--- src/assert_macros.svh ---
// Assertion macros shared by the sleep deadline queue RTL.
`ifndef ASSERT_MACROS_SVH
`define ASSERT_MACROS_SVH

// Condition that must hold at every clock edge outside reset.
`define SDQ_CHECK(lbl, expr, msg) \
  lbl: assert property (@(posedge clk) disable iff (rst) (expr)) else $error(msg);

// Antecedent in one cycle implies consequent in the next.
`define SDQ_NEXT(lbl, ante, cons, msg) \
  lbl: assert property (@(posedge clk) disable iff (rst) (ante) |=> (cons)) else $error(msg);

`endif

--- src/sdq_pkg.sv ---
// Shared constants, codes and types of the sleep deadline queue.
package sdq_pkg;

  localparam int SLOTS  = 16;
  localparam int IDX_W  = $clog2(SLOTS);
  localparam int OCC_W  = $clog2(SLOTS + 1);

  localparam int KIND_W = 2;
  localparam int TASK_W = 16;
  localparam int TICK_W = 64;
  localparam int DUR_W  = 32;
  localparam int SEC_W  = 20;
  localparam int EV_W   = 3;
  localparam int FREQ_W = 34;

  // total nanoseconds of a sleep fit in 50 bits
  localparam int TOT_W  = 50;
  localparam int REM_W  = 30;
  localparam int CNT_W  = $clog2(TOT_W + 1);
  localparam int MSL_W  = FREQ_W + 10;

  // long division of the product in 16-bit digits, six digits in all
  localparam int DIG_W  = 16;
  localparam int DIG_N  = 6;
  localparam int DVD_W  = DIG_W * DIG_N;
  localparam int V_W    = REM_W + DIG_W;
  localparam int VH_W   = 32;
  localparam int RCP_W  = 27;
  localparam int EST_W  = VH_W + RCP_W;

  localparam logic [REM_W-1:0]  US_PER_S  = 30'd1000000;
  localparam logic [REM_W-1:0]  NS_PER_S  = 30'd1000000000;
  localparam logic [DUR_W-1:0]  NS_PER_MS = 32'd1000000;
  localparam logic [MSL_W-1:0]  MS_PER_S  = 44'd1000;
  localparam logic [FREQ_W-1:0] FREQ_RESET = 34'd1000000000;

  // floor(2^46 / divisor): digit estimate is (top 32 bits * RCP) >> 32
  localparam logic [RCP_W-1:0]  RCP_US = 27'd70368744;
  localparam logic [RCP_W-1:0]  RCP_NS = 27'd70368;

  localparam logic [KIND_W-1:0] KIND_SLEEP_US = 2'd0;
  localparam logic [KIND_W-1:0] KIND_SLEEP_NS = 2'd1;
  localparam logic [KIND_W-1:0] KIND_SCAN     = 2'd2;
  localparam logic [KIND_W-1:0] KIND_DETACH   = 2'd3;

  localparam logic [EV_W-1:0] EV_QUEUED     = 3'd0;
  localparam logic [EV_W-1:0] EV_FULL       = 3'd1;
  localparam logic [EV_W-1:0] EV_NOT_QUEUED = 3'd2;
  localparam logic [EV_W-1:0] EV_WOKEN      = 3'd3;
  localparam logic [EV_W-1:0] EV_ARM        = 3'd4;
  localparam logic [EV_W-1:0] EV_DETACHED   = 3'd5;
  localparam logic [EV_W-1:0] EV_NOT_FOUND  = 3'd6;
  localparam logic [EV_W-1:0] EV_SCAN_DONE  = 3'd7;

  localparam int APB_ADDR_W = 4;
  localparam int APB_DATA_W = 64;
  localparam logic REG_FREQ = 1'b0;
  localparam logic REG_QEN  = 1'b1;

  localparam int QDEPTH = 2;
  localparam int QP_W   = $clog2(QDEPTH);
  localparam int QC_W   = $clog2(QDEPTH + 1);

  typedef struct packed {
    logic [FREQ_W-1:0] tick_frequency;
    logic              queueing_enabled;
  } cfg_t;

  // classified request handed from front to back
  typedef struct packed {
    logic [KIND_W-1:0] kind;
    logic [TASK_W-1:0] task_id;
    logic [TICK_W-1:0] now_ticks;
    logic [TICK_W-1:0] deadline;
    logic [TICK_W-1:0] arm_ticks;
    logic              fine_arm;
  } op_t;

endpackage

--- src/sdq_cfg.sv ---
// APB register file: tick frequency and queueing enable.
module sdq_cfg import sdq_pkg::*; (
  input  logic                  clk,
  input  logic                  rst,
  input  logic                  psel,
  input  logic                  penable,
  input  logic                  pwrite,
  input  logic [APB_ADDR_W-1:0] paddr,
  input  logic [APB_DATA_W-1:0] pwdata,
  output logic [APB_DATA_W-1:0] prdata,
  output logic                  pready,
  output cfg_t                  cfg
);

  logic wr;
  logic reg_idx;

  assign wr      = psel && penable && pwrite;
  assign reg_idx = paddr[APB_ADDR_W-1];
  assign pready  = 1'b1;

  always_ff @(posedge clk) begin
    if (rst) begin
      cfg.tick_frequency   <= FREQ_RESET;
      cfg.queueing_enabled <= 1'b1;
    end else if (wr) begin
      case (reg_idx)
        REG_FREQ: cfg.tick_frequency   <= pwdata[FREQ_W-1:0];
        REG_QEN:  cfg.queueing_enabled <= pwdata[0];
        default: ;
      endcase
    end
  end

  always_comb begin
    case (reg_idx)
      REG_FREQ: prdata = {{(APB_DATA_W-FREQ_W){1'b0}}, cfg.tick_frequency};
      REG_QEN:  prdata = {{(APB_DATA_W-1){1'b0}}, cfg.queueing_enabled};
      default:  prdata = '0;
    endcase
  end

endmodule

--- config.mk ---
export PLATFORM = sky130hd
export DESIGN_NAME = sdq_cfg
export DESIGN_NICKNAME = d
export VERILOG_FILES = /design/src/assert_macros.svh /design/src/sdq_pkg.sv /design/src/sdq_cfg.sv
export SDC_FILE = /design/constraint.sdc
export NUM_CORES = 1
export LEC_CHECK = 0
export BUFFER_PORTS_ARGS = -buffer_cell sky130_fd_sc_hd__buf_2
export CAP_MARGIN = 5
export CORE_MARGIN = 3
export CORE_UTILIZATION = 25
export DETAILED_ROUTE_END_ITERATION = 10
export SLEW_MARGIN = 5
export SYNTH_ARGS = -nofsm -noshare
export SYNTH_HDL_FRONTEND = slang
export SYNTH_SLANG_ARGS = --single-unit
--- constraint.sdc ---
create_clock -name clk -period 3.67 [get_ports clk]
set_input_delay 1.101 -clock clk [delete_from_list [all_inputs] [get_ports clk]]
set_output_delay 1.101 -clock clk [all_outputs]
set_load 0.05 [all_outputs]
==> metrics.txt <==
clock net sink count=35; grt ovf=0; Setup CP Type=in -> out; endpoint type of the worst setup path=output port; crit path DAT=2.04 ns; DRT Wirelength=between 4 and 5 mm; CP Max Fanout=21; Yosys reg bits=35; routability cong.=~0.67; num rows=32; peak supply drop=around 0.00014 V; fin crit period=3.15 ns; Pleak=1.20 nW; f_max=318 MHz; synth top area cells=dfxtp_1, mux2i_1, nand2b_1, buf_4, nor2b_1; ratio of cells with drive above 1 in the final layout=37.2%; max reg flops=35; initial DRC count=51; Startpoint Class=input port; area leader, netlist=dfxtp_1; met3 GRT Util=2.97%; global route hottest layer=met2; vias in the first global route=around 1400; Seq/Total Area, Yosys=34.6%; DRC=0; H-Tree Depth=2; I/O Buffers=108; top cell type's share of synthesized area=34.6%; area of the die=approximately 9000 sq um; Final Setup Violations=0; Yosys warning total=0; largest net degree at the start of global routing=71; Die X=96.0 um; synth unique cells=14; delay of the slowest critical-path stage=0.38 ns; outcome=finished, final reports clean; PostCTS Resize Cnt=0; Vias=1643; core area=slightly below 8000 sq um; CTS tree=done; Routed Antenna Nets=0; antenna violations before repair=0; pre-CTS setup slack=0.491 ns; Mean Syn Cell Area=about 9 sq um; top flop regs=cfg x35; slowest CP cell=mux2_2; die height=around 96 um; largest reg by FF count=cfg; P per Cell Area=352 nW/um^2; CP cell instances=buf_2, mux2_2, buf_2; later-pin clock latency in the skew report=0.27 ns; clk_skew=0 ns; Area Growth Syn to Fin=26.2%; Final Hold Viols=0; mapped cell area=2020 sq um; final worst slack=0.524 ns; ant diodes=0; final-report max-slew violation count=0; clock-pin slew on the worst setup and hold paths=0.06 ns; DR vias/cell=3.85; Data required, critical path=2.57 ns; Root Driver=clkbuf_8; hold buffers post-CTS=0; nets=397; Post-Syn Instances=225; unrepaired setup endpoints after global routing=no; TritonRoute pass-1 iters=4; Worst Max-Slew Pin Slew=0.950 ns; CP most frequent cell=buf_2; Slew headroom=36.7%; placed wire-length estimate=3.34 mm; Post-CTS Setup Inserts=0; Tcrit/Tclk final=85.7%; Num CTS Buffers=5; I/O pin total=between 150 and 200; grt met1 use=roughly 11%; WL/cell=10.4 um; Max Root-Sink Buffers=2; met2 usage=15.4%; # Max-Cap Violations=0; Final TNS setup=0 ns; first-pass GRT wire length=6.59 mm; Worst Hold Class=reg -> reg; starting density of the core=25.9%; total track usage=9.22%
[layer usage]
metal,wire length [um],vias to the layer above
met5,0,-
met1,1870,727
met2,2160,75
met3,368,5
met4,45,0
li1,-,836
[cell families (layout without fill, tap and decap cells)]
| group | after synthesis | after routing | synth area share, % |
|---|---|---|---|
| AND/OR/NAND/NOR | 105 | 105 | 29.5 |
| multiplexers | 36 | 36 | 17.9 |
| flip-flops | 35 | 35 | 34.6 |
| other | 2 | 31 | 0.371 |
| buffers and inverters | 47 | 118 | 17.6 |
[where the power goes]
part	switching [mW]	total, mW	internal (mW)
registers	0.00568	0.394	0.388
clock network	0.131	0.264	0.133
logic	0.186	0.241	0.0550
total	0.322	0.899	0.576
[cells in the final DEF (no fill, tap or decap), drive strengths merged]
cell type,netlist,routed
nor2b,30,30
mux2i,35,35
and4b,1,1
nand2b,42,42
buf,36,110
mux2,1,1
clkinv,0,1
nand4,1,1
and2b,3,3
clkbuf,11,7
dfxtp,35,35
nor2,28,28
conb,2,31
[Yosys cell counts]
library cell,number
clkbuf_1,11
buf_12,3
and4b_1,1
nand4_1,1
nor2_1,28
mux2_2,1
nand2b_1,42
buf_6,2
nor2b_1,30
buf_4,31
and2b_2,3
dfxtp_1,35
conb_1,2
mux2i_1,35
[area by class of cell]
| cell class | count | area [sq um] |
|---|---|---|
| fillers | 835 | 5250 |
| multi-input cells | 172 | 1080 |
| flip-flops and latches | 35 | 701 |
| repair buffers | 110 | 568 |
| well taps | 102 | 128 |
| clock buffers | 7 | 76.3 |
| clock inverters | 1 | 5.00 |
[worst paths after layout]
check	startpoint	cells past startpoint	to	slack, ns
max	paddr[3]	3	prdata[0]	0.52
min	cfg[32]	2	cfg[32]	0.48
max reg2reg	cfg[20]	2	cfg[20]	3.01
min reg2reg	cfg[32]	2	cfg[32]	0.48
[through the flow]
step	util (%)	cell area, sq um	hold slack (ns)	power [mW]	cells
3_3_place_gp	31.7	2470	0.468	0.643	419
3_5_place_dp	31.7	2470	0.476	0.645	419
2_1_floorplan	-	2130	0.700	0.626	254
5_1_grt	32.7	2550	0.506	0.949	427
6_report	32.7	2550	0.483	0.899	427
4_1_cts	32.7	2550	0.489	0.922	427
[critical path: cells and delay by family]
| kind | cells | cell delay [ns] |
|---|---|---|
| multiplexers | 1 | 0.38 |
| buffers and inverters | 2 | 0.56 |
Note: power is estimated with default switching activity, not from simulation.
