<file path="src/assert_macros.svh">
// Assertion macros shared by the sleep deadline queue RTL.
`ifndef ASSERT_MACROS_SVH
`define ASSERT_MACROS_SVH

// Condition that must hold at every clock edge outside reset.
`define SDQ_CHECK(lbl, expr, msg) \
  lbl: assert property (@(posedge clk) disable iff (rst) (expr)) else $error(msg);

// Antecedent in one cycle implies consequent in the next.
`define SDQ_NEXT(lbl, ante, cons, msg) \
  lbl: assert property (@(posedge clk) disable iff (rst) (ante) |=> (cons)) else $error(msg);

`endif

</file>
<file path="src/sdq_pkg.sv">
// Shared constants, codes and types of the sleep deadline queue.
package sdq_pkg;

  localparam int SLOTS  = 16;
  localparam int IDX_W  = $clog2(SLOTS);
  localparam int OCC_W  = $clog2(SLOTS + 1);

  localparam int KIND_W = 2;
  localparam int TASK_W = 16;
  localparam int TICK_W = 64;
  localparam int DUR_W  = 32;
  localparam int SEC_W  = 20;
  localparam int EV_W   = 3;
  localparam int FREQ_W = 34;

  // total nanoseconds of a sleep fit in 50 bits
  localparam int TOT_W  = 50;
  localparam int REM_W  = 30;
  localparam int CNT_W  = $clog2(TOT_W + 1);
  localparam int MSL_W  = FREQ_W + 10;

  // long division of the product in 16-bit digits, six digits in all
  localparam int DIG_W  = 16;
  localparam int DIG_N  = 6;
  localparam int DVD_W  = DIG_W * DIG_N;
  localparam int V_W    = REM_W + DIG_W;
  localparam int VH_W   = 32;
  localparam int RCP_W  = 27;
  localparam int EST_W  = VH_W + RCP_W;

  localparam logic [REM_W-1:0]  US_PER_S  = 30'd1000000;
  localparam logic [REM_W-1:0]  NS_PER_S  = 30'd1000000000;
  localparam logic [DUR_W-1:0]  NS_PER_MS = 32'd1000000;
  localparam logic [MSL_W-1:0]  MS_PER_S  = 44'd1000;
  localparam logic [FREQ_W-1:0] FREQ_RESET = 34'd1000000000;

  // floor(2^46 / divisor): digit estimate is (top 32 bits * RCP) >> 32
  localparam logic [RCP_W-1:0]  RCP_US = 27'd70368744;
  localparam logic [RCP_W-1:0]  RCP_NS = 27'd70368;

  localparam logic [KIND_W-1:0] KIND_SLEEP_US = 2'd0;
  localparam logic [KIND_W-1:0] KIND_SLEEP_NS = 2'd1;
  localparam logic [KIND_W-1:0] KIND_SCAN     = 2'd2;
  localparam logic [KIND_W-1:0] KIND_DETACH   = 2'd3;

  localparam logic [EV_W-1:0] EV_QUEUED     = 3'd0;
  localparam logic [EV_W-1:0] EV_FULL       = 3'd1;
  localparam logic [EV_W-1:0] EV_NOT_QUEUED = 3'd2;
  localparam logic [EV_W-1:0] EV_WOKEN      = 3'd3;
  localparam logic [EV_W-1:0] EV_ARM        = 3'd4;
  localparam logic [EV_W-1:0] EV_DETACHED   = 3'd5;
  localparam logic [EV_W-1:0] EV_NOT_FOUND  = 3'd6;
  localparam logic [EV_W-1:0] EV_SCAN_DONE  = 3'd7;

  localparam int APB_ADDR_W = 4;
  localparam int APB_DATA_W = 64;
  localparam logic REG_FREQ = 1'b0;
  localparam logic REG_QEN  = 1'b1;

  localparam int QDEPTH = 2;
  localparam int QP_W   = $clog2(QDEPTH);
  localparam int QC_W   = $clog2(QDEPTH + 1);

  typedef struct packed {
    logic [FREQ_W-1:0] tick_frequency;
    logic              queueing_enabled;
  } cfg_t;

  // classified request handed from front to back
  typedef struct packed {
    logic [KIND_W-1:0] kind;
    logic [TASK_W-1:0] task_id;
    logic [TICK_W-1:0] now_ticks;
    logic [TICK_W-1:0] deadline;
    logic [TICK_W-1:0] arm_ticks;
    logic              fine_arm;
  } op_t;

endpackage

</file>
<file path="src/sdq_fifo.sv">
// Short request queue between the front and back parts.
`include "assert_macros.svh"
module sdq_fifo import sdq_pkg::*; (
  input  logic clk,
  input  logic rst,
  input  logic push_valid,
  output logic push_ready,
  input  op_t  push_data,
  output logic pop_valid,
  input  logic pop_ready,
  output op_t  pop_data
);

  op_t             mem [QDEPTH];
  logic [QP_W-1:0] wr_ptr;
  logic [QP_W-1:0] rd_ptr;
  logic [QC_W-1:0] count;
  logic            push;
  logic            pop;

  assign push_ready = (count != QC_W'(QDEPTH));
  assign pop_valid  = (count != '0);
  assign pop_data   = mem[rd_ptr];
  assign push       = push_valid && push_ready;
  assign pop        = pop_valid && pop_ready;

  always_ff @(posedge clk) begin
    if (push) begin
      mem[wr_ptr] <= push_data;
    end
  end

  always_ff @(posedge clk) begin
    if (rst) begin
      wr_ptr <= '0;
      rd_ptr <= '0;
      count  <= '0;
    end else begin
      if (push) begin
        wr_ptr <= (wr_ptr == QP_W'(QDEPTH - 1)) ? '0 : wr_ptr + 1'b1;
      end
      if (pop) begin
        rd_ptr <= (rd_ptr == QP_W'(QDEPTH - 1)) ? '0 : rd_ptr + 1'b1;
      end
      case ({push, pop})
        2'b10:   count <= count + 1'b1;
        2'b01:   count <= count - 1'b1;
        default: count <= count;
      endcase
    end
  end

  `SDQ_CHECK(a_fifo_bound, count <= QC_W'(QDEPTH), "queue count over depth")

endmodule

</file>
<file path="config.mk">
export PLATFORM = sky130hd
export DESIGN_NAME = sdq_fifo
export DESIGN_NICKNAME = d
export VERILOG_FILES = /design/src/sdq_pkg.sv /design/src/sdq_fifo.sv
export VERILOG_INCLUDE_DIRS = /design/src /design/src/src
export SDC_FILE = /design/constraint.sdc
export NUM_CORES = 1
export LEC_CHECK = 0
export BUFFER_PORTS_ARGS = -buffer_cell sky130_fd_sc_hd__buf_2
export CAP_MARGIN = 15
export CELL_PAD_IN_SITES_DETAIL_PLACEMENT = 1
export CELL_PAD_IN_SITES_GLOBAL_PLACEMENT = 2
export CORE_AREA = 5 5 155 305
export CTS_CLUSTER_DIAMETER = 100
export DETAILED_ROUTE_END_ITERATION = 6
export DIE_AREA = 0 0 160 310
export PLACE_DENSITY_LB_ADDON = 0.1
export RECOVER_POWER = 100
export SLEW_MARGIN = 20
export SYNTH_ARGS = -nofsm -noshare
export SYNTH_HDL_FRONTEND = slang
export SYNTH_SLANG_ARGS = --single-unit
</file>
<file path="constraint.sdc">
create_clock -name clk -period 9 [get_ports clk]
set_clock_uncertainty 0.05 [all_clocks]
set_input_delay 1.35 -clock clk [delete_from_list [all_inputs] [get_ports clk]]
set_output_delay 1.35 -clock clk [all_outputs]
set_load 0.05 [all_outputs]
</file>
==> flow_metrics.py <==
metrics = {
    "power": {
        "power.density_nw_per_um2": 347,
        "p_leak_nw": 6.58,
        "ir_drop_mv": 0.202,
    },
    "cts": {
        "cts.sink_count": 427,
        "numCtsBuffers": 39,
        "clockBufferDepth": 3,
        "clk_pin_slew_ns": 0.06,
        "clk_latency_ns": 0.53,
        "postCtsSetupRepairBufs": 0,
        "root_buffer": "clkbuf_16",
        "cts_resized": 0,
        "ctsHtreeMaxLevel": 2,
        "postCtsHoldBufs": 0,
        "tritoncts": "done",
    },
    "setup_path": {
        "r2r_slack_ns": 2.85,
        "cp_slowest_stage_delay_ns": 1.76,
        "path_max_fanout": 63,
        "path_depth": 4,
        "endpoint": "pop_data[78]",
        "worstPathArrival_ns": 5.20,
        "reg2reg_from": "count[0]$_SDFFE_PP0P_",
        "path_cells": "buf_4 -> clkbuf_2 -> mux2_2 -> buf_2",
        "cp-start-kind": "flip-flop",
        "path_buf_inv": 3,
        "critPathCaptureType": "primary output",
        "critPathTopFamily": "buffers and inverters",
        "cpMaxStageDelayCell": "dfxtp_1",
        "worstSetupPathType": "flip-flop to primary output",
        "reg2reg_depth": 4,
        "reg2reg_to": "mem[1][4]$_DFFE_PP_",
        "required_ns": 7.60,
    },
    "synthesis": {
        "synth_common_cells": "edfxtp_1 (422), mux2_2 (211), buf_4 (19)",
        "synth-edff-count": 422,
        "synth_most_common_cell": "edfxtp_1",
        "synth_top_area_share_pct": 82.1,
        "synth_top_area_cell": "edfxtp_1",
        "synthXorXnorAreaFrac_pct": 0.170,
        "synthMuxAreaShare_pct": 15.4,
        "seq_area_frac_synth_pct": 82.8,
        "synth_cell_types": 20,
        "synth_top_family_by_area": "multiplexers",
        "synth-seq-cells": 427,
        "synth_compound_area_share_pct": 0.211,
        "synth_area_sq_um": 15400,
        "synthAdderAreaFrac_pct": 0.0811,
        "synthCells": 680,
        "synth_ff_type": "edfxtp_1",
        "async_flop_share_pct": 0,
        "synth_nets": 896,
        "yosysWarnings": 0,
        "synthSimpleGateAreaFrac_pct": 0.308,
        "syn_area_per_cell_sq_um": 22.7,
        "synthTopCellsByArea": "edfxtp_1 (82%), mux2_2 (15%), buf_4 (0.92%)",
    },
    "global_route": {
        "grt_max_degree": 74,
        "grt_pass1_vias": 8998,
        "gr-total-overflow": 0,
        "antenna_found_initial": 11,
        "grt_pass1_wl_um": 55600,
        "track_usage_pct": 14.7,
    },
    "floorplanning": {
        "initial_core_util_pct": 34.5,
        "rows": 110,
        "die_w_um": 160,
        "num_io_pins": 428,
        "die_y_um": 310,
        "core_area_sq_um": 44700,
        "dieArea_sq_um": 49600,
    },
    "routing": {
        "avgRoutedWirePerCell_um": 22.0,
        "drt-pass1-iter-count": 4,
        "via_per_inst": 4.63,
        "drc": 0,
        "dr_wl_met3_um": 4050,
        "wirelength_um": 38100,
        "routedLengthMet1_um": 14700,
        "ant_nets": 0,
        "drt_iter0_drc": 395,
        "wl_met2_um": 18300,
        "vias": 8003,
        "routed.top_layer": "met5",
    },
    "place": {
        "io_buffers": 427,
        "dpl_worst_slack_ns": 4.48,
        "dpl_cell_area_sq_um": 18200,
        "gp_congestion": 0.758,
        "dp_hpwl_um": 26700,
    },
    "min_path": {
        "holdCritPathClass": "flip-flop to flip-flop",
    },
    "sta": {
        "hold_violations": 0,
        "fin_setup_tns_ns": 0,
        "relSlewSlack_pct": -185,
        "finalWorstSetupSlack_ns": 2.40,
        "worst_pin_slew_ns": 4.27,
        "finalCriticalPeriod_ns": 6.60,
        "fmax_mhz": 151,
        "maxSlewViolCount": 589,
        "post-route-period-util_pct": 73.4,
        "rsz0062_at_grt": "false",
        "finalSetupViolations": 0,
    },
    "final_layout": {
        "drive_gt1_share_pct": 40.8,
        "final-seq-area_sq_um": 12800,
        "num-nets-final": 1349,
        "fillCellCount": 4449,
        "fin_area_sq_um": 19200,
        "multi_input_area_sq_um": 2500,
        "final_core_util_pct": 42.9,
        "syn2layout_area_growth_pct": 24.4,
    },
    "run_status": {
        "status": "complete, but fails checks",
        "violations": "max-capacitance violations, max-slew violations",
    },
    "flow_run": {
        "cap_violations": 9,
    },
}
cell type report:
cell class | instances | share of cell area, %
sequential | 427 | 66.5
multi-input combinational | 229 | 13.0
timing repair buffer | 435 | 10.0
clock buffer | 50 | 5.52
tap | 560 | 3.65
clock inverter | 18 | 1.11
antenna | 9 | 0.117
inverter | 1 | 0.0261
kinds of logic after synthesis:
group,count (synthesis)
DFF,427
adders and majority gates,1
buffers and inverters,24
AOI/OAI and AO/OA,5
muxes,211
and+or+nand+nor,9
xor gates and xnor gates,3
per-layer routing:
| metal | global-route usage, % | vias to the layer above |
|---|---|---|
| met5 | 0 | - |
| met4 | 4.43 | 10 |
| met3 | 6.64 | 56 |
| met2 | 24.2 | 366 |
| met1 | 17.3 | 3935 |
| li1 | - | 3636 |
through the flow:
step	power, mW	cells	hold WS (ns)
floorplan	4.56	680	0.424
global placement	5.07	1652	0.453
detailed placement	5.09	1652	0.455
CTS	6.79	1720	0.481
global route	6.95	1721	0.525
finish	6.66	1729	0.478
worst min-delay path: stages (launching register included):
cell     delay (ns)
dfxtp_1        0.33
xnor2_1        0.09
nor2_1         0.08
cells in the final DEF, fill, tap and decap left out, types with 2 or more instances in the layout:
master	netlist	final
nor2_1	3	3
xnor2_1	2	2
clkbuf_1	0	213
clkinv_2	0	4
clkbuf_2	0	4
bufinv_16	0	5
edfxtp_1	422	422
clkbuf_16	0	41
dfxtp_1	5	5
mux2_2	211	187
mux2_1	0	24
a21oi_1	2	2
buf_2	4	225
diode_2	0	9
clkinv_1	0	7
worst min-delay path by stage:
stage | start | to | slack [ns] | cells after the start
after floorplan | count[1]$_SDFFE_PP0P_ | count[1]$_SDFFE_PP0P_ | 0.42 | 2
final | rd_ptr$_SDFFE_PP0P_ | rd_ptr$_SDFFE_PP0P_ | 0.48 | 2
after CTS | rd_ptr$_SDFFE_PP0P_ | rd_ptr$_SDFFE_PP0P_ | 0.48 | 2
after global placement | rd_ptr$_SDFFE_PP0P_ | rd_ptr$_SDFFE_PP0P_ | 0.45 | 2
after detailed placement | rd_ptr$_SDFFE_PP0P_ | flip-flop | 0.45 | 2
after global routing | rd_ptr$_SDFFE_PP0P_ | flip-flop | 0.53 | 2
sequential cells by signal, summed over array words and instances, names as in the netlist, named ones only:
name	flops
count	2
mem	422
rd_ptr	1
wr_ptr	1
report_power, final:
| part | switching, mW | total, mW | leakage, nW | internal (mW) |
|---|---|---|---|---|
| sequential | 0.0970 | 2.63 | 3.99 | 2.54 |
| combinational | 1.78 | 2.36 | 1.97 | 0.580 |
| clock | 0.690 | 1.66 | 0.618 | 0.975 |
(Power assumes the default switching activity.)
