## src/assert_macros.svh

```systemverilog
// Assertion macros shared by the sleep deadline queue RTL.
`ifndef ASSERT_MACROS_SVH
`define ASSERT_MACROS_SVH

// Condition that must hold at every clock edge outside reset.
`define SDQ_CHECK(lbl, expr, msg) \
  lbl: assert property (@(posedge clk) disable iff (rst) (expr)) else $error(msg);

// Antecedent in one cycle implies consequent in the next.
`define SDQ_NEXT(lbl, ante, cons, msg) \
  lbl: assert property (@(posedge clk) disable iff (rst) (ante) |=> (cons)) else $error(msg);

`endif

```

## src/sdq_pkg.sv

```systemverilog
// Shared constants, codes and types of the sleep deadline queue.
package sdq_pkg;

  localparam int SLOTS  = 16;
  localparam int IDX_W  = $clog2(SLOTS);
  localparam int OCC_W  = $clog2(SLOTS + 1);

  localparam int KIND_W = 2;
  localparam int TASK_W = 16;
  localparam int TICK_W = 64;
  localparam int DUR_W  = 32;
  localparam int SEC_W  = 20;
  localparam int EV_W   = 3;
  localparam int FREQ_W = 34;

  // total nanoseconds of a sleep fit in 50 bits
  localparam int TOT_W  = 50;
  localparam int REM_W  = 30;
  localparam int CNT_W  = $clog2(TOT_W + 1);
  localparam int MSL_W  = FREQ_W + 10;

  // long division of the product in 16-bit digits, six digits in all
  localparam int DIG_W  = 16;
  localparam int DIG_N  = 6;
  localparam int DVD_W  = DIG_W * DIG_N;
  localparam int V_W    = REM_W + DIG_W;
  localparam int VH_W   = 32;
  localparam int RCP_W  = 27;
  localparam int EST_W  = VH_W + RCP_W;

  localparam logic [REM_W-1:0]  US_PER_S  = 30'd1000000;
  localparam logic [REM_W-1:0]  NS_PER_S  = 30'd1000000000;
  localparam logic [DUR_W-1:0]  NS_PER_MS = 32'd1000000;
  localparam logic [MSL_W-1:0]  MS_PER_S  = 44'd1000;
  localparam logic [FREQ_W-1:0] FREQ_RESET = 34'd1000000000;

  // floor(2^46 / divisor): digit estimate is (top 32 bits * RCP) >> 32
  localparam logic [RCP_W-1:0]  RCP_US = 27'd70368744;
  localparam logic [RCP_W-1:0]  RCP_NS = 27'd70368;

  localparam logic [KIND_W-1:0] KIND_SLEEP_US = 2'd0;
  localparam logic [KIND_W-1:0] KIND_SLEEP_NS = 2'd1;
  localparam logic [KIND_W-1:0] KIND_SCAN     = 2'd2;
  localparam logic [KIND_W-1:0] KIND_DETACH   = 2'd3;

  localparam logic [EV_W-1:0] EV_QUEUED     = 3'd0;
  localparam logic [EV_W-1:0] EV_FULL       = 3'd1;
  localparam logic [EV_W-1:0] EV_NOT_QUEUED = 3'd2;
  localparam logic [EV_W-1:0] EV_WOKEN      = 3'd3;
  localparam logic [EV_W-1:0] EV_ARM        = 3'd4;
  localparam logic [EV_W-1:0] EV_DETACHED   = 3'd5;
  localparam logic [EV_W-1:0] EV_NOT_FOUND  = 3'd6;
  localparam logic [EV_W-1:0] EV_SCAN_DONE  = 3'd7;

  localparam int APB_ADDR_W = 4;
  localparam int APB_DATA_W = 64;
  localparam logic REG_FREQ = 1'b0;
  localparam logic REG_QEN  = 1'b1;

  localparam int QDEPTH = 2;
  localparam int QP_W   = $clog2(QDEPTH);
  localparam int QC_W   = $clog2(QDEPTH + 1);

  typedef struct packed {
    logic [FREQ_W-1:0] tick_frequency;
    logic              queueing_enabled;
  } cfg_t;

  // classified request handed from front to back
  typedef struct packed {
    logic [KIND_W-1:0] kind;
    logic [TASK_W-1:0] task_id;
    logic [TICK_W-1:0] now_ticks;
    logic [TICK_W-1:0] deadline;
    logic [TICK_W-1:0] arm_ticks;
    logic              fine_arm;
  } op_t;

endpackage

```

## src/sdq_ifs.sv

```systemverilog
// Request and result channel interfaces of the sleep deadline queue.
interface sdq_item_if import sdq_pkg::*; ();
  logic              valid;
  logic              ready;
  logic [KIND_W-1:0] kind;
  logic [TASK_W-1:0] task_id;
  logic [TICK_W-1:0] now_ticks;
  logic [DUR_W-1:0]  duration;
  logic [SEC_W-1:0]  whole_seconds;

  modport source (output valid, kind, task_id, now_ticks, duration, whole_seconds,
                  input ready);
  modport sink (input valid, kind, task_id, now_ticks, duration, whole_seconds,
                output ready);
endinterface


```

## src/sdq_front.sv

```systemverilog
// Front part: takes requests, converts sleep durations to deadlines.
module sdq_front import sdq_pkg::*; (
  input  logic      clk,
  input  logic      rst,
  sdq_item_if.sink  items,
  input  cfg_t      cfg,
  output logic      op_valid,
  input  logic      op_ready,
  output op_t       op_data
);

  localparam logic [2:0] ST_IDLE = 3'd0;
  localparam logic [2:0] ST_PREP = 3'd1;
  localparam logic [2:0] ST_MUL  = 3'd2;
  localparam logic [2:0] ST_DEST = 3'd3;
  localparam logic [2:0] ST_DSUB = 3'd4;
  localparam logic [2:0] ST_DCOR = 3'd5;
  localparam logic [2:0] ST_FIN  = 3'd6;

  logic [2:0]        state;
  logic [KIND_W-1:0] kind_r;
  logic [TASK_W-1:0] task_r;
  logic [TICK_W-1:0] now_r;
  logic [DUR_W-1:0]  dur_r;
  logic [SEC_W-1:0]  secs_r;
  logic              fine_r;
  logic [TOT_W-1:0]  total;
  logic [DVD_W-1:0]  prod;
  logic [REM_W-1:0]  rem;
  logic [REM_W+1:0]  rem0;
  logic [DIG_W-1:0]  qe;
  logic [TICK_W-1:0] quo;
  logic [CNT_W-1:0]  cnt;

  logic              accept;
  logic [TOT_W-1:0]  secs_ns;
  logic [REM_W-1:0]  divisor;
  logic [RCP_W-1:0]  rcp;
  logic [V_W-1:0]    v;
  logic [EST_W-1:0]  est;
  logic [V_W-1:0]    sub;
  logic [REM_W+1:0]  d1;
  logic [REM_W+1:0]  d2;
  logic [REM_W-1:0]  rem_fix;
  logic [DIG_W-1:0]  qd;
  logic [TICK_W:0]   sum;
  logic [TICK_W-1:0] deadline;

  assign items.ready = (state == ST_IDLE) && !op_valid;
  assign accept      = items.valid && items.ready;

  assign secs_ns  = TOT_W'(secs_r) * TOT_W'(NS_PER_S);
  assign divisor  = (kind_r == KIND_SLEEP_NS) ? NS_PER_S : US_PER_S;
  assign rcp      = (kind_r == KIND_SLEEP_NS) ? RCP_NS : RCP_US;

  // one digit step: partial remainder joined with the next 16 product bits
  assign v   = {rem, prod[DVD_W-1 -: DIG_W]};
  // estimate is low by at most two
  assign est = EST_W'(v[V_W-1 -: VH_W]) * EST_W'(rcp);
  assign sub = v - V_W'(qe) * V_W'(divisor);
  assign d1  = (REM_W+2)'(divisor);
  assign d2  = (REM_W+2)'({divisor, 1'b0});

  always_comb begin
    if (rem0 >= d2) begin
      rem_fix = REM_W'(rem0 - d2);
      qd      = qe + DIG_W'(2);
    end else if (rem0 >= d1) begin
      rem_fix = REM_W'(rem0 - d1);
      qd      = qe + DIG_W'(1);
    end else begin
      rem_fix = REM_W'(rem0);
      qd      = qe;
    end
  end

  assign sum      = {1'b0, now_r} + {1'b0, quo};
  // deadline saturates at the top of the counter
  assign deadline = sum[TICK_W] ? '1 : sum[TICK_W-1:0];

  always_ff @(posedge clk) begin
    if (rst) begin
      state    <= ST_IDLE;
      op_valid <= 1'b0;
    end else begin
      if (op_valid && op_ready) begin
        op_valid <= 1'b0;
      end
      case (state)
        ST_IDLE: begin
          if (accept) begin
            if (items.kind == KIND_SCAN || items.kind == KIND_DETACH) begin
              op_valid <= 1'b1;
            end else begin
              state <= ST_PREP;
            end
          end
        end
        ST_PREP: state <= ST_MUL;
        ST_MUL: begin
          if (cnt == CNT_W'(1)) begin
            state <= ST_DEST;
          end
        end
        ST_DEST: state <= ST_DSUB;
        ST_DSUB: state <= ST_DCOR;
        ST_DCOR: begin
          if (cnt == CNT_W'(1)) begin
            state <= ST_FIN;
          end else begin
            state <= ST_DEST;
          end
        end
        ST_FIN: begin
          op_valid <= 1'b1;
          state    <= ST_IDLE;
        end
        default: state <= ST_IDLE;
      endcase
    end
  end

  // datapath
  always_ff @(posedge clk) begin
    case (state)
      ST_IDLE: begin
        if (accept) begin
          kind_r            <= items.kind;
          task_r            <= items.task_id;
          now_r             <= items.now_ticks;
          dur_r             <= items.duration;
          secs_r            <= items.whole_seconds;
          op_data.kind      <= items.kind;
          op_data.task_id   <= items.task_id;
          op_data.now_ticks <= items.now_ticks;
          op_data.deadline  <= '0;
          op_data.arm_ticks <= '0;
          op_data.fine_arm  <= 1'b0;
        end
      end
      ST_PREP: begin
        total  <= (kind_r == KIND_SLEEP_NS) ? secs_ns + TOT_W'(dur_r) : TOT_W'(dur_r);
        fine_r <= (kind_r == KIND_SLEEP_NS) && (secs_r == '0) && (dur_r < NS_PER_MS);
        prod   <= '0;
        cnt    <= CNT_W'(TOT_W);
      end
      ST_MUL: begin
        // shift-add, MSB of the duration first
        prod  <= {prod[DVD_W-2:0], 1'b0}
                 + (total[TOT_W-1] ? DVD_W'(cfg.tick_frequency) : '0);
        total <= {total[TOT_W-2:0], 1'b0};
        cnt   <= (cnt == CNT_W'(1)) ? CNT_W'(DIG_N) : cnt - 1'b1;
        if (cnt == CNT_W'(1)) begin
          rem <= '0;
          quo <= '0;
        end
      end
      ST_DEST: begin
        qe <= est[VH_W + DIG_W - 1:VH_W];
      end
      ST_DSUB: begin
        rem0 <= sub[REM_W+1:0];
      end
      ST_DCOR: begin
        rem  <= rem_fix;
        quo  <= {quo[TICK_W-DIG_W-1:0], qd};
        prod <= {prod[DVD_W-DIG_W-1:0], {DIG_W{1'b0}}};
        cnt  <= cnt - 1'b1;
      end
      ST_FIN: begin
        op_data.kind      <= kind_r;
        op_data.task_id   <= task_r;
        op_data.now_ticks <= now_r;
        op_data.deadline  <= deadline;
        op_data.arm_ticks <= deadline - now_r;
        op_data.fine_arm  <= fine_r;
      end
      default: ;
    endcase
  end

endmodule

```

## src/flat_wrapper.sv

```systemverilog
// flat-port wrapper written by rule: the top's interface ports become plain ports
module sdq_front_flat import sdq_pkg::*;
  (clk, rst, cfg, op_valid, op_ready, op_data, items_valid, items_kind, items_task_id, items_now_ticks, items_duration, items_whole_seconds, items_ready);
  sdq_item_if items_i ();
  input  logic clk;
  input  logic rst;
  input  cfg_t cfg;
  output logic op_valid;
  input  logic op_ready;
  output op_t op_data;
  input wire logic [$bits(items_i.valid)-1:0] items_valid;
  input wire logic [$bits(items_i.kind)-1:0] items_kind;
  input wire logic [$bits(items_i.task_id)-1:0] items_task_id;
  input wire logic [$bits(items_i.now_ticks)-1:0] items_now_ticks;
  input wire logic [$bits(items_i.duration)-1:0] items_duration;
  input wire logic [$bits(items_i.whole_seconds)-1:0] items_whole_seconds;
  output wire logic [$bits(items_i.ready)-1:0] items_ready;
  assign items_i.valid = items_valid;
  assign items_i.kind = items_kind;
  assign items_i.task_id = items_task_id;
  assign items_i.now_ticks = items_now_ticks;
  assign items_i.duration = items_duration;
  assign items_i.whole_seconds = items_whole_seconds;
  assign items_ready = items_i.ready;
  sdq_front u_core (.clk(clk), .rst(rst), .items(items_i), .cfg(cfg), .op_valid(op_valid), .op_ready(op_ready), .op_data(op_data));
endmodule
```

## config.mk

```make
export PLATFORM = sky130hd
export DESIGN_NAME = sdq_front_flat
export DESIGN_NICKNAME = d
export VERILOG_FILES = /design/src/assert_macros.svh /design/src/sdq_pkg.sv /design/src/sdq_ifs.sv /design/src/sdq_front.sv /design/src/flat_wrapper.sv
export SDC_FILE = /design/constraint.sdc
export NUM_CORES = 2
export LEC_CHECK = 0
export BUFFER_PORTS_ARGS = -buffer_cell sky130_fd_sc_hd__buf_2
export CAP_MARGIN = 20
export CORE_MARGIN = 3
export CORE_UTILIZATION = 40
export DETAILED_ROUTE_END_ITERATION = 10
export PLACE_DENSITY = 0.66
export SKIP_LAST_GASP = 1
export SLEW_MARGIN = 20
export SYNTH_ARGS = -nofsm -noshare
export SYNTH_HDL_FRONTEND = slang
export SYNTH_SLANG_ARGS = --single-unit
```

## constraint.sdc

```tcl
create_clock -name clk -period 9.7 [get_ports clk]
set_clock_uncertainty 0.15 [all_clocks]
set_input_delay 0 -clock clk [delete_from_list [all_inputs] [get_ports clk]]
set_output_delay 0 -clock clk [all_outputs]
set_load 0.01 [all_outputs]
```

==> impl_metrics.csv <==
group,metric,value,unit
synthesis,ys_seq_elements,644,
synthesis,yosysSeqAreaShare,0.286,
sta,fmax,113,MHz
synthesis,syn_nets,8481,
floorplan,num_rows,150,
sta,holdWs,0.0212,ns
clocking,clock-sinks,644,
floorplan,ios,386,
clocking,clockBufferDepth,3,
place,hpwl,153000,µm
place,globalplace.congestion,0.935,
run,drv_cap,0,
worst_setup_path,r2r_slack,0.85,ns
global_routing,grt_use_total,0.222,
layout,final_cell_mix,"inv_1 (1239), ha_1 (824), fa_1 (675)",
sta,worst_pin_slew,1.16,ns
synthesis,async_flop_share,0,
worst_setup_path,arrival,9.15,ns
global_routing,grt_pass1_vias,52500,
worst_setup_path,worstPathMaxFanout,45,
hold_path,hp-class,"input port to flip-flop",
route,wire_per_inst,20.0,µm
route,wirelength,194000,µm
clocking,htreeDepth,3,
clocking,insertion_delay,0.70,ns
synthesis,syn_area_per_cell,9.90,µm²
layout,fin_nets,9126,
synthesis,synthDistinctLibCells,82,
worst_setup_path,cp-end-kind,"flip-flop",
clocking,cts_resized,0,
global_routing,grt_pass1_wl,302000,µm
worst_setup_path,cp_common_cell,"fa_1",
route,drc_errors,0,
worst_setup_path,cp_cell_sequence,"nand2b_4 > buf_4 > nand2_1 > inv_1 > ha_1 > fa_1 > fa_1 > fa_1 > inv_1 > fa_1 > fa_1 > inv_1 > fa_1 > ha_1 > nand3_1 > nor2_1 > nand3_1 > a211oi_1 > nor3_1 > nor2b_1 > a41oi_1 > a21oi_1 > a21oi_1 > xnor2_1",
worst_setup_path,slowest_stage,"a211oi_1",
clocking,cts_tree,"built",
layout,drive_above_1_share,0.0815,
global_routing,grt_max_degree,102,
synthesis,synthCells,6809,
sta,drv_slew,0,
synthesis,synth_area,0.0674,mm²
route,drtIter0Drc,3833,
clocking,clk_pin_slew,0.06,ns
sta,post-route-min-period,8.85,ns
sta,slew_headroom,0.221,
run_status,outcome,"complete, no violations",
worst_setup_path,critPathRequiredTime,10.00,ns
clocking,cts_root_buf,"clkbuf_16",
sta,period_share,0.912,
clocking,post_cts_buffers,0,
global_routing,antenna_found_initial,5,
worst_setup_path,crit_type,"flip-flop to flip-flop",
worst_setup_path,worst-path-buf-inv,4,
clocking,ctsHoldBuffers,316,
synthesis,synth_edf_count,640,
floorplan,core_region_area,0.167,mm²
route,antenna_left,0,
global_routing,overflow,0,
synthesis,synth_warnings,0,
route,first_pass_iters,8,
place,portBuffers,384,
place,placedCellCount,9266,
clocking,numCtsBuffers,74,
sta,setup_viol,0,
route,vias,51400,
floorplan,die_x,417,µm
worst_setup_path,max_stage_delay,0.97,ns
floorplan,initial_core_util,0.403,
floorplan,die_area,0.174,mm²
sta,rsz0062_at_grt,"false",
layout,final_common_cell,"inv_1",
synthesis,ys.flop_type,"edfxtp_1",
sta,hold_viol,0,
layout,fin_cells,9719,
floorplan,fp.dieH,417,µm
route,routed_via_density,5.29,
worst_setup_path,startpoint_type,"flip-flop",
sta,setup_tns,0,ns
layout,area_growth,15.0,%
worst_setup_path,path_delay_family,"adder cells",
layout,final_core_util,0.463,
==> metal layers <==
metal,GRT usage,share of wire,up-vias
met3,0.0261,0.049,255
met2,0.374,0.48,1483
met1,0.299,0.44,25500
met4,0.0655,0.031,4
met5,0,0.00011,-
li1,-,-,24200
==> stage by stage <==
step	area (µm²)	setup slack, ns
2_1_floorplan	67400	1.46
3_3_place_gp	71900	1.04
3_5_place_dp	71900	0.980
4_1_cts	77500	0.937
5_1_grt	77500	0.461
6_report	77500	0.849
==> Yosys cell counts, drive strengths merged (154+ instances only) <==
cell type,count,area share
nand2,629,0.035
o21ai,319,0.024
clkbuf,166,0.0092
edfxtp,640,0.29
ha,824,0.15
xnor2,248,0.032
inv,1241,0.069
a21oi,330,0.025
a21o,154,0.017
fa,675,0.20
nor2,324,0.018
and2,162,0.015
==> cell type report <==
cell class / count / area (µm²)
diodes: 3 / 7.51
multi-input cells: 4742 / 42900
clock buffers: 87 / 1900
well taps: 2204 / 2760
fillers: 15600 / 89900
repair buffers: 750 / 5460
inverters: 1242 / 4670
flip-flops and latches: 644 / 19300
clock inverters: 47 / 563
==> state kept, by name, summed over array words and instances, names as in the netlist <==
name and count:
u_core.op_data 211, u_core.prod 96, u_core.now_r 64, u_core.quo 64, u_core.total 50, u_core.dur_r 32
u_core.rem0 32, u_core.rem 30, u_core.secs_r 20, u_core.qe 16, u_core.task_r 16, u_core.cnt 6
u_core.state 3, u_core.kind_r 2, u_core.fine_r 1, u_core.op_valid 1
==> worst paths after layout <==
check	cells after the start	start	to
worst max-delay path	24	u_core.kind_r[0]	u_core.qe[12]
worst min-delay path	4	items_kind[0]	u_core.op_data[209]
worst max register to register	24	u_core.kind_r[0]	u_core.qe[12]
worst min register to register	2	u_core.total[5]	u_core.total[6]
==> worst reg2reg max path, cell delays in order, from the launching register on <==
cell	delay, ns
edfxtp_1	0.44
nand2b_4	0.36
buf_4	0.52
nand2_1	0.18
inv_1	0.31
ha_1	0.32
fa_1	0.53
fa_1	0.44
fa_1	0.53
inv_1	0.05
fa_1	0.49
fa_1	0.60
inv_1	0.07
fa_1	0.51
ha_1	0.37
nand3_1	0.11
nor2_1	0.22
nand3_1	0.18
a211oi_1	0.97
nor3_1	0.19
nor2b_1	0.27
a41oi_1	0.23
a21oi_1	0.31
a21oi_1	0.13
xnor2_1	0.13
==> cells by family (layout without fill, tap and decap cells) <==
kind of cell	count (synthesis)	count (layout)	share of synthesized area
and+or+nand+nor	1617	1617	0.114
adders and majority gates	1499	1499	0.353
buffers and inverters	1423	2126	0.0794
AOI/OAI and AO/OA	1253	1253	0.119
DFF	644	644	0.286
xor gates and xnor gates	365	365	0.0474
muxes	7	7	0.00106
other	1	4	0.0000556
Power is not shown: default switching activity piles up to over one toggle a cycle in this logic, so the estimate is an artifact.
