--- src/assert_macros.svh ---
// Assertion macros shared by the sleep deadline queue RTL.
`ifndef ASSERT_MACROS_SVH
`define ASSERT_MACROS_SVH

// Condition that must hold at every clock edge outside reset.
`define SDQ_CHECK(lbl, expr, msg) \
  lbl: assert property (@(posedge clk) disable iff (rst) (expr)) else $error(msg);

// Antecedent in one cycle implies consequent in the next.
`define SDQ_NEXT(lbl, ante, cons, msg) \
  lbl: assert property (@(posedge clk) disable iff (rst) (ante) |=> (cons)) else $error(msg);

`endif

--- src/sdq_pkg.sv ---
// Shared constants, codes and types of the sleep deadline queue.
package sdq_pkg;

  localparam int SLOTS  = 16;
  localparam int IDX_W  = $clog2(SLOTS);
  localparam int OCC_W  = $clog2(SLOTS + 1);

  localparam int KIND_W = 2;
  localparam int TASK_W = 16;
  localparam int TICK_W = 64;
  localparam int DUR_W  = 32;
  localparam int SEC_W  = 20;
  localparam int EV_W   = 3;
  localparam int FREQ_W = 34;

  // total nanoseconds of a sleep fit in 50 bits
  localparam int TOT_W  = 50;
  localparam int REM_W  = 30;
  localparam int CNT_W  = $clog2(TOT_W + 1);
  localparam int MSL_W  = FREQ_W + 10;

  // long division of the product in 16-bit digits, six digits in all
  localparam int DIG_W  = 16;
  localparam int DIG_N  = 6;
  localparam int DVD_W  = DIG_W * DIG_N;
  localparam int V_W    = REM_W + DIG_W;
  localparam int VH_W   = 32;
  localparam int RCP_W  = 27;
  localparam int EST_W  = VH_W + RCP_W;

  localparam logic [REM_W-1:0]  US_PER_S  = 30'd1000000;
  localparam logic [REM_W-1:0]  NS_PER_S  = 30'd1000000000;
  localparam logic [DUR_W-1:0]  NS_PER_MS = 32'd1000000;
  localparam logic [MSL_W-1:0]  MS_PER_S  = 44'd1000;
  localparam logic [FREQ_W-1:0] FREQ_RESET = 34'd1000000000;

  // floor(2^46 / divisor): digit estimate is (top 32 bits * RCP) >> 32
  localparam logic [RCP_W-1:0]  RCP_US = 27'd70368744;
  localparam logic [RCP_W-1:0]  RCP_NS = 27'd70368;

  localparam logic [KIND_W-1:0] KIND_SLEEP_US = 2'd0;
  localparam logic [KIND_W-1:0] KIND_SLEEP_NS = 2'd1;
  localparam logic [KIND_W-1:0] KIND_SCAN     = 2'd2;
  localparam logic [KIND_W-1:0] KIND_DETACH   = 2'd3;

  localparam logic [EV_W-1:0] EV_QUEUED     = 3'd0;
  localparam logic [EV_W-1:0] EV_FULL       = 3'd1;
  localparam logic [EV_W-1:0] EV_NOT_QUEUED = 3'd2;
  localparam logic [EV_W-1:0] EV_WOKEN      = 3'd3;
  localparam logic [EV_W-1:0] EV_ARM        = 3'd4;
  localparam logic [EV_W-1:0] EV_DETACHED   = 3'd5;
  localparam logic [EV_W-1:0] EV_NOT_FOUND  = 3'd6;
  localparam logic [EV_W-1:0] EV_SCAN_DONE  = 3'd7;

  localparam int APB_ADDR_W = 4;
  localparam int APB_DATA_W = 64;
  localparam logic REG_FREQ = 1'b0;
  localparam logic REG_QEN  = 1'b1;

  localparam int QDEPTH = 2;
  localparam int QP_W   = $clog2(QDEPTH);
  localparam int QC_W   = $clog2(QDEPTH + 1);

  typedef struct packed {
    logic [FREQ_W-1:0] tick_frequency;
    logic              queueing_enabled;
  } cfg_t;

  // classified request handed from front to back
  typedef struct packed {
    logic [KIND_W-1:0] kind;
    logic [TASK_W-1:0] task_id;
    logic [TICK_W-1:0] now_ticks;
    logic [TICK_W-1:0] deadline;
    logic [TICK_W-1:0] arm_ticks;
    logic              fine_arm;
  } op_t;

endpackage

--- src/sdq_ifs.sv ---


interface sdq_result_if import sdq_pkg::*; ();
  logic              valid;
  logic              ready;
  logic [EV_W-1:0]   event_res;
  logic [TASK_W-1:0] task_id_out;
  logic [TICK_W-1:0] timer_ticks;
  logic              last;

  modport source (output valid, event_res, task_id_out, timer_ticks, last, input ready);
  modport sink (input valid, event_res, task_id_out, timer_ticks, last, output ready);
endinterface

--- src/sdq_back.sv ---
// Back part: slot table, scan, detach and result register.
`include "assert_macros.svh"
module sdq_back import sdq_pkg::*; (
  input  logic         clk,
  input  logic         rst,
  input  logic         op_valid,
  output logic         op_ready,
  input  op_t          op_data,
  input  cfg_t         cfg,
  sdq_result_if.source results
);

  localparam logic [2:0] B_IDLE  = 3'd0;
  localparam logic [2:0] B_SLEEP = 3'd1;
  localparam logic [2:0] B_ARM   = 3'd2;
  localparam logic [2:0] B_SCAN  = 3'd3;
  localparam logic [2:0] B_DET   = 3'd4;

  logic [TASK_W-1:0] slot_task     [SLOTS];
  logic [TICK_W-1:0] slot_deadline [SLOTS];
  logic              slot_fine     [SLOTS];

  logic [2:0]        state;
  logic [2:0]        state_next;
  logic [OCC_W-1:0]  occ;
  logic [OCC_W-1:0]  idx;
  logic [OCC_W-1:0]  idx_next;
  op_t               cur;

  logic              res_valid;
  logic [EV_W-1:0]   res_event;
  logic [TASK_W-1:0] res_task;
  logic [TICK_W-1:0] res_ticks;
  logic              res_last;

  logic              out_free;
  logic              emit;
  logic [EV_W-1:0]   ev;
  logic [TASK_W-1:0] ev_task;
  logic [TICK_W-1:0] ev_ticks;
  logic              ev_last;
  logic              wr_en;
  logic              rm_en;

  logic [IDX_W-1:0]  cur_idx;
  logic [TASK_W-1:0] e_task;
  logic [TICK_W-1:0] e_deadline;
  logic              e_fine;
  logic [TICK_W-1:0] left;
  logic [MSL_W-1:0]  left_ms;
  logic              in_range;
  logic              due;
  logic              arm_ok;

  assign results.valid       = res_valid;
  assign results.event_res   = res_event;
  assign results.task_id_out = res_task;
  assign results.timer_ticks = res_ticks;
  assign results.last        = res_last;

  assign out_free = !res_valid || results.ready;
  assign op_ready = (state == B_IDLE);

  assign cur_idx    = idx[IDX_W-1:0];
  assign e_task     = slot_task[cur_idx];
  assign e_deadline = slot_deadline[cur_idx];
  assign e_fine     = slot_fine[cur_idx];
  assign in_range   = (idx < occ);
  assign due        = (e_deadline <= cur.now_ticks);
  assign left       = e_deadline - cur.now_ticks;
  assign left_ms    = MSL_W'(left[FREQ_W-1:0]) * MS_PER_S;
  assign arm_ok     = e_fine && (left[TICK_W-1:FREQ_W] == '0)
                      && (left_ms < MSL_W'(cfg.tick_frequency));

  always_comb begin
    state_next = state;
    idx_next   = idx;
    emit       = 1'b0;
    ev         = EV_QUEUED;
    ev_task    = cur.task_id;
    ev_ticks   = '0;
    ev_last    = 1'b1;
    wr_en      = 1'b0;
    rm_en      = 1'b0;
    case (state)
      B_IDLE: begin
        if (op_valid) begin
          idx_next = '0;
          case (op_data.kind)
            KIND_SCAN:   state_next = B_SCAN;
            KIND_DETACH: state_next = B_DET;
            default:     state_next = B_SLEEP;
          endcase
        end
      end
      B_SLEEP: begin
        if (out_free) begin
          emit       = 1'b1;
          state_next = B_IDLE;
          if (!cfg.queueing_enabled) begin
            ev = EV_NOT_QUEUED;
          end else if (occ == OCC_W'(SLOTS)) begin
            ev = EV_FULL;
          end else begin
            wr_en   = 1'b1;
            ev      = EV_QUEUED;
            ev_last = !cur.fine_arm;
            if (cur.fine_arm) begin
              state_next = B_ARM;
            end
          end
        end
      end
      B_ARM: begin
        if (out_free) begin
          emit       = 1'b1;
          ev         = EV_ARM;
          ev_ticks   = cur.arm_ticks;
          state_next = B_IDLE;
        end
      end
      B_SCAN: begin
        ev_task = e_task;
        ev_last = 1'b0;
        if (in_range) begin
          if (due) begin
            if (out_free) begin
              emit  = 1'b1;
              ev    = EV_WOKEN;
              rm_en = 1'b1;
            end
          end else if (arm_ok) begin
            if (out_free) begin
              emit     = 1'b1;
              ev       = EV_ARM;
              ev_ticks = left;
              idx_next = idx + 1'b1;
            end
          end else begin
            idx_next = idx + 1'b1;
          end
        end else if (out_free) begin
          emit       = 1'b1;
          ev         = EV_SCAN_DONE;
          ev_task    = '0;
          ev_last    = 1'b1;
          state_next = B_IDLE;
        end
      end
      B_DET: begin
        if (in_range) begin
          if (e_task == cur.task_id) begin
            if (out_free) begin
              emit       = 1'b1;
              ev         = EV_DETACHED;
              rm_en      = 1'b1;
              state_next = B_IDLE;
            end
          end else begin
            idx_next = idx + 1'b1;
          end
        end else if (out_free) begin
          emit       = 1'b1;
          ev         = EV_NOT_FOUND;
          state_next = B_IDLE;
        end
      end
      default: state_next = B_IDLE;
    endcase
  end

  always_ff @(posedge clk) begin
    if (rst) begin
      state     <= B_IDLE;
      occ       <= '0;
      idx       <= '0;
      res_valid <= 1'b0;
    end else begin
      state <= state_next;
      idx   <= idx_next;
      if (wr_en) begin
        occ <= occ + 1'b1;
      end else if (rm_en) begin
        occ <= occ - 1'b1;
      end
      if (emit) begin
        res_valid <= 1'b1;
      end else if (results.ready) begin
        res_valid <= 1'b0;
      end
    end
  end

  always_ff @(posedge clk) begin
    if (state == B_IDLE && op_valid) begin
      cur <= op_data;
    end
    if (emit) begin
      res_event <= ev;
      res_task  <= ev_task;
      res_ticks <= ev_ticks;
      res_last  <= ev_last;
    end
  end

  // table: append at occ, removal closes the gap
  always_ff @(posedge clk) begin
    for (int j = 0; j < SLOTS - 1; j++) begin
      if (rm_en && OCC_W'(j) >= idx && OCC_W'(j + 1) < occ) begin
        slot_task[j]     <= slot_task[j + 1];
        slot_deadline[j] <= slot_deadline[j + 1];
        slot_fine[j]     <= slot_fine[j + 1];
      end
    end
    if (wr_en) begin
      slot_task[occ[IDX_W-1:0]]     <= cur.task_id;
      slot_deadline[occ[IDX_W-1:0]] <= cur.deadline;
      slot_fine[occ[IDX_W-1:0]]     <= (cur.kind == KIND_SLEEP_NS);
    end
  end

  `SDQ_CHECK(a_occ_bound, occ <= OCC_W'(SLOTS), "occupancy over table size")
  `SDQ_CHECK(a_occ_step, (occ == $past(occ)) || (occ == $past(occ) + 1'b1) || (occ + 1'b1 == $past(occ)), "occupancy jumped")
  `SDQ_NEXT(a_full_reply, (state == B_SLEEP) && out_free && cfg.queueing_enabled && (occ == OCC_W'(SLOTS)), res_valid && (res_event == EV_FULL) && res_last, "full table not reported")
  `SDQ_CHECK(a_emit_room, !emit || out_free, "result overwrote a pending one")

endmodule

--- src/flat_wrapper.sv ---
// flat-port wrapper written by rule: the top's interface ports become plain ports
module sdq_back_flat import sdq_pkg::*;
  (clk, rst, op_valid, op_ready, op_data, cfg, results_valid, results_event_res, results_task_id_out, results_timer_ticks, results_last, results_ready);
  sdq_result_if results_i ();
  input  logic clk;
  input  logic rst;
  input  logic op_valid;
  output logic op_ready;
  input  op_t op_data;
  input  cfg_t cfg;
  output wire logic [$bits(results_i.valid)-1:0] results_valid;
  output wire logic [$bits(results_i.event_res)-1:0] results_event_res;
  output wire logic [$bits(results_i.task_id_out)-1:0] results_task_id_out;
  output wire logic [$bits(results_i.timer_ticks)-1:0] results_timer_ticks;
  output wire logic [$bits(results_i.last)-1:0] results_last;
  input wire logic [$bits(results_i.ready)-1:0] results_ready;
  assign results_valid = results_i.valid;
  assign results_event_res = results_i.event_res;
  assign results_task_id_out = results_i.task_id_out;
  assign results_timer_ticks = results_i.timer_ticks;
  assign results_last = results_i.last;
  assign results_i.ready = results_ready;
  sdq_back u_core (.clk(clk), .rst(rst), .op_valid(op_valid), .op_ready(op_ready), .op_data(op_data), .cfg(cfg), .results(results_i));
endmodule
--- config.mk ---
export PLATFORM = sky130hd
export DESIGN_NAME = sdq_back_flat
export DESIGN_NICKNAME = d
export VERILOG_FILES = /design/src/sdq_pkg.sv /design/src/sdq_ifs.sv /design/src/sdq_back.sv /design/src/flat_wrapper.sv
export VERILOG_INCLUDE_DIRS = /design/src /design/src/src
export SDC_FILE = /design/constraint.sdc
export NUM_CORES = 2
export LEC_CHECK = 0
export BUFFER_PORTS_ARGS = -buffer_cell sky130_fd_sc_hd__buf_2
export CAP_MARGIN = 20
export CORE_MARGIN = 1.5
export CORE_UTILIZATION = 60
export CTS_BUF_LIST = sky130_fd_sc_hd__clkbuf_2
export CTS_CLUSTER_SIZE = 16
export DETAILED_ROUTE_END_ITERATION = 10
export PLACE_DENSITY = 0.82
export SYNTH_ARGS = -nofsm -noshare
export SYNTH_HDL_FRONTEND = slang
export SYNTH_SLANG_ARGS = --single-unit
--- constraint.sdc ---
create_clock -name clk -period 17.75 [get_ports clk]
set_input_delay 1.775 -clock clk [delete_from_list [all_inputs] [get_ports clk]]
set_output_delay 1.775 -clock clk [all_outputs]
set_load 0.01 [all_outputs]
==> metrics.yaml <==
logic_synthesis:
  synth_seq_cells: 1609
  synth_warnings: 0
  synth_enable_flop_cells: 1591
  netlist_area_sq_um: 86700
  synthTopCellsByCount: "1,591 x edfxtp_1, 1,205 x mux2_2, 370 x mux4_2, 309 x clkbuf_1, 295 x inv_1"
  netlist_top_cells_area: "edfxtp_1 55%, mux2_2 16%, mux4_2 9.6%"
  syn_inst: 5700
  synth_top_area_share_pct: 55.1
  syn_area_per_cell_sq_um: 15.2
  yosys.area.top_type: "edfxtp_1"
  synth_ff_type: "edfxtp_1"
  async_flop_share_pct: 0
  synthDistinctLibCells: 95
  yosysSeqAreaShare_pct: 55.5
  synth_most_common_cell: "edfxtp_1"
  synth_fp_nets: 6242
setup_path:
  crit_required_ns: 18.93
  path_common_cell: "xnor2_1"
  critical_path.slowest_cell: "buf_4"
  max_stage_delay_ns: 0.92
  critPathMaxFanout: 66
  end_kind: "flip-flop"
  path_class: "reg2reg"
  reg2reg_to: "u_core.results.timer_ticks[33]"
  ff2ff_path_depth: 37
  startpoint_type: "flip-flop"
  crit_arrival_ns: 15.66
  ff2ff_setup_slack_ns: 3.27
sta:
  report.final.hold_viol_count: 0
  report.final.setup_viol: 0
  final.period_utilization_pct: 81.6
  fmax_mhz: 69.1
  worst_slew_pin_slew_ns: 1.24
  fin_skew_ns: 0.302
  maxSlewViolCount: 0
  finalSetupTns_ns: 0
  rsz0062_at_grt: "false"
  relSlewSlack_pct: 17.4
  post-route-min-period_ns: 14.48
status:
  outcome: "complete, no violations"
drt:
  dr.pass1.iters: 8
  wl_per_cell_um: 30.5
  ant_nets: 0
  num_vias: 56400
  routed_wl_um: 255000
  post-route-drc-count: 0
  vias_per_cell: 6.77
  drtIter0Drc: 6320
cts:
  clock_latency_ns: 1.85
  numCtsBuffers: 416
  clkTransAtPathRegs_ns: 0.11
  cts_root_buf: "clkbuf_2"
  cts_max_path_buffers: 4
  postCtsSetupRepairBufs: 0
  tritoncts: "yes"
  cts_resized: 0
  cts.sinks: 1609
  htree_levels: 5
floorplan:
  start_util_pct: 60.4
  die_w_um: 383
  pin_count: 336
  core_area_sq_um: 143000
  num_rows: 139
  die_y_um: 383
  die_area_sq_um: 147000
min_path:
  min_from: "op_data[115]"
  hold_path_depth: 1
  hp-class: "in2reg"
  holdPathEnd: "u_core.cur[115]"
cells_and_area:
  multiInputGateArea_sq_um: 36000
  seq_area_sq_um: 48100
  drive_above_1_share_pct: 41.8
  final_nets: 6685
  syn2layout_area_growth_pct: 8.12
  nFillCells: 10100
global_route:
  grt.overflow.total: 0
  grt_start_max_net_pins: 136
  first_global_vias: 56300
  antenna_found_initial: 26
  grt_usage_pct: 34.4
  grt_pass1_wl_um: 369000
placement:
  post-dp-hpwl_um: 156000
  io_buffers: 335
  place.gp.congestion: 0.970
flow_run:
  drv_cap: 0
## how the worst max path moves through the flow
stage / startpoint / to / slack, ns
floorplan: flip-flop / u_core.results.event_res[0] / 3.86
global placement: flip-flop / u_core.results.timer_ticks[31] / 3.99
finish: flip-flop / u_core.results.timer_ticks[33] / 3.27
global route: flip-flop / u_core.results.timer_ticks[31] / 2.40
CTS: flip-flop / u_core.results.timer_ticks[33] / 3.26
detailed placement: flip-flop / u_core.results.timer_ticks[32] / 3.48
## cell families after synthesis
group,count (synthesis),share of synthesized area (%)
AO/OA/AOI/OAI,657,5.01
XOR/XNOR,119,1.20
AND/OR/NAND/NOR,691,3.97
multiplexers,1623,25.8
buffers and inverters,708,3.29
flip-flops,1609,55.5
adder cells (fa/ha/maj),293,5.17
## through the flow
stage / worst slack, ns / cell area [sq um] / utilization (%) / cells / hold slack, ns
2_1_floorplan: 3.86 / 86700 / - / 5700 / 0.424
3_3_place_gp: 3.99 / 90000 / 62.7 / 7606 / 0.499
3_5_place_dp: 3.48 / 90000 / 62.7 / 7606 / 0.501
4_1_cts: 3.26 / 93600 / 65.3 / 8314 / 0.00723
5_1_grt: 2.40 / 93700 / 65.3 / 8329 / 0.0224
6_report: 3.27 / 93700 / 65.3 / 8335 / 0.160
## metal layers
| metal | wire length (um) | GRT usage (%) | up-vias |
|---|---|---|---|
| li1 | - | - | 23400 |
| met1 | 94300 | 45.7 | 28400 |
| met2 | 120000 | 54.2 | 3911 |
| met3 | 29200 | 8.72 | 689 |
| met4 | 11200 | 14.4 | 18 |
| met5 | 134 | 0.331 | - |
## what timing repair did
item / 4_1_cts / 5_1_grt
hold buffers: 20 / 0
endpoints found under the hold margin: 20 / 0
endpoints found under the setup margin: 0 / 0
## flip-flops by register name, summed over array words and instances (netlist names), named ones only
name and count:
u_core.slot_deadline 1024, u_core.slot_task 256, u_core.cur 211, u_core.results.timer_ticks 64, u_core.results.task_id_out 16, u_core.slot_fine 16
u_core.idx 5, u_core.occ 5, u_core.results.event_res 3, u_core.state 3, u_core.results.last 1, u_core.results.valid 1
## layout make-up
cell class | instances | share of cell area [%]
multi-input combinational | 3383 | 38.4
antenna | 19 | 0.0507
sequential | 1609 | 51.4
tap | 1903 | 2.54
inverter | 296 | 1.19
clock buffer | 586 | 3.13
clock inverter | 102 | 0.571
timing repair buffer | 437 | 2.72
## worst max-delay path, delay by kind of cell, from the launching register on
| family | cells | cell delay [ns] |
|---|---|---|
| XOR/XNOR | 4 | 1.04 |
| flip-flops | 1 | 0.59 |
| adder cells (fa/ha/maj) | 6 | 2.70 |
| buffers and inverters | 5 | 2.76 |
| multiplexers | 2 | 0.94 |
| AO/OA/AOI/OAI | 9 | 2.84 |
| AND/OR/NAND/NOR | 11 | 2.92 |
## cell usage in the layout, fill, tap and decap left out, types with 22 or more instances in the layout
| cell type | n |
|---|---|
| nand4_1 | 61 |
| a21o_1 | 28 |
| buf_4 | 78 |
| mux2_2 | 1205 |
| clkinv_1 | 79 |
| edfxtp_1 | 1591 |
| a22o_1 | 53 |
| o21ai_0 | 118 |
| nand2_1 | 234 |
| mux4_2 | 370 |
| xnor2_1 | 84 |
| nand2b_1 | 32 |
| buf_2 | 335 |
| nor2_1 | 124 |
| fa_1 | 109 |
| a21oi_1 | 191 |
| nor3_1 | 30 |
| o21bai_1 | 22 |
| mux2i_1 | 48 |
| xor2_1 | 35 |
| clkbuf_2 | 586 |
| nand3_1 | 37 |
| o21a_1 | 28 |
| inv_1 | 295 |
| a31oi_1 | 29 |
| and2_1 | 44 |
| ha_1 | 183 |
Power is left out: the tool's default activity adds up to more than one toggle a clock period on the data nets, which glitch-free logic cannot reach.
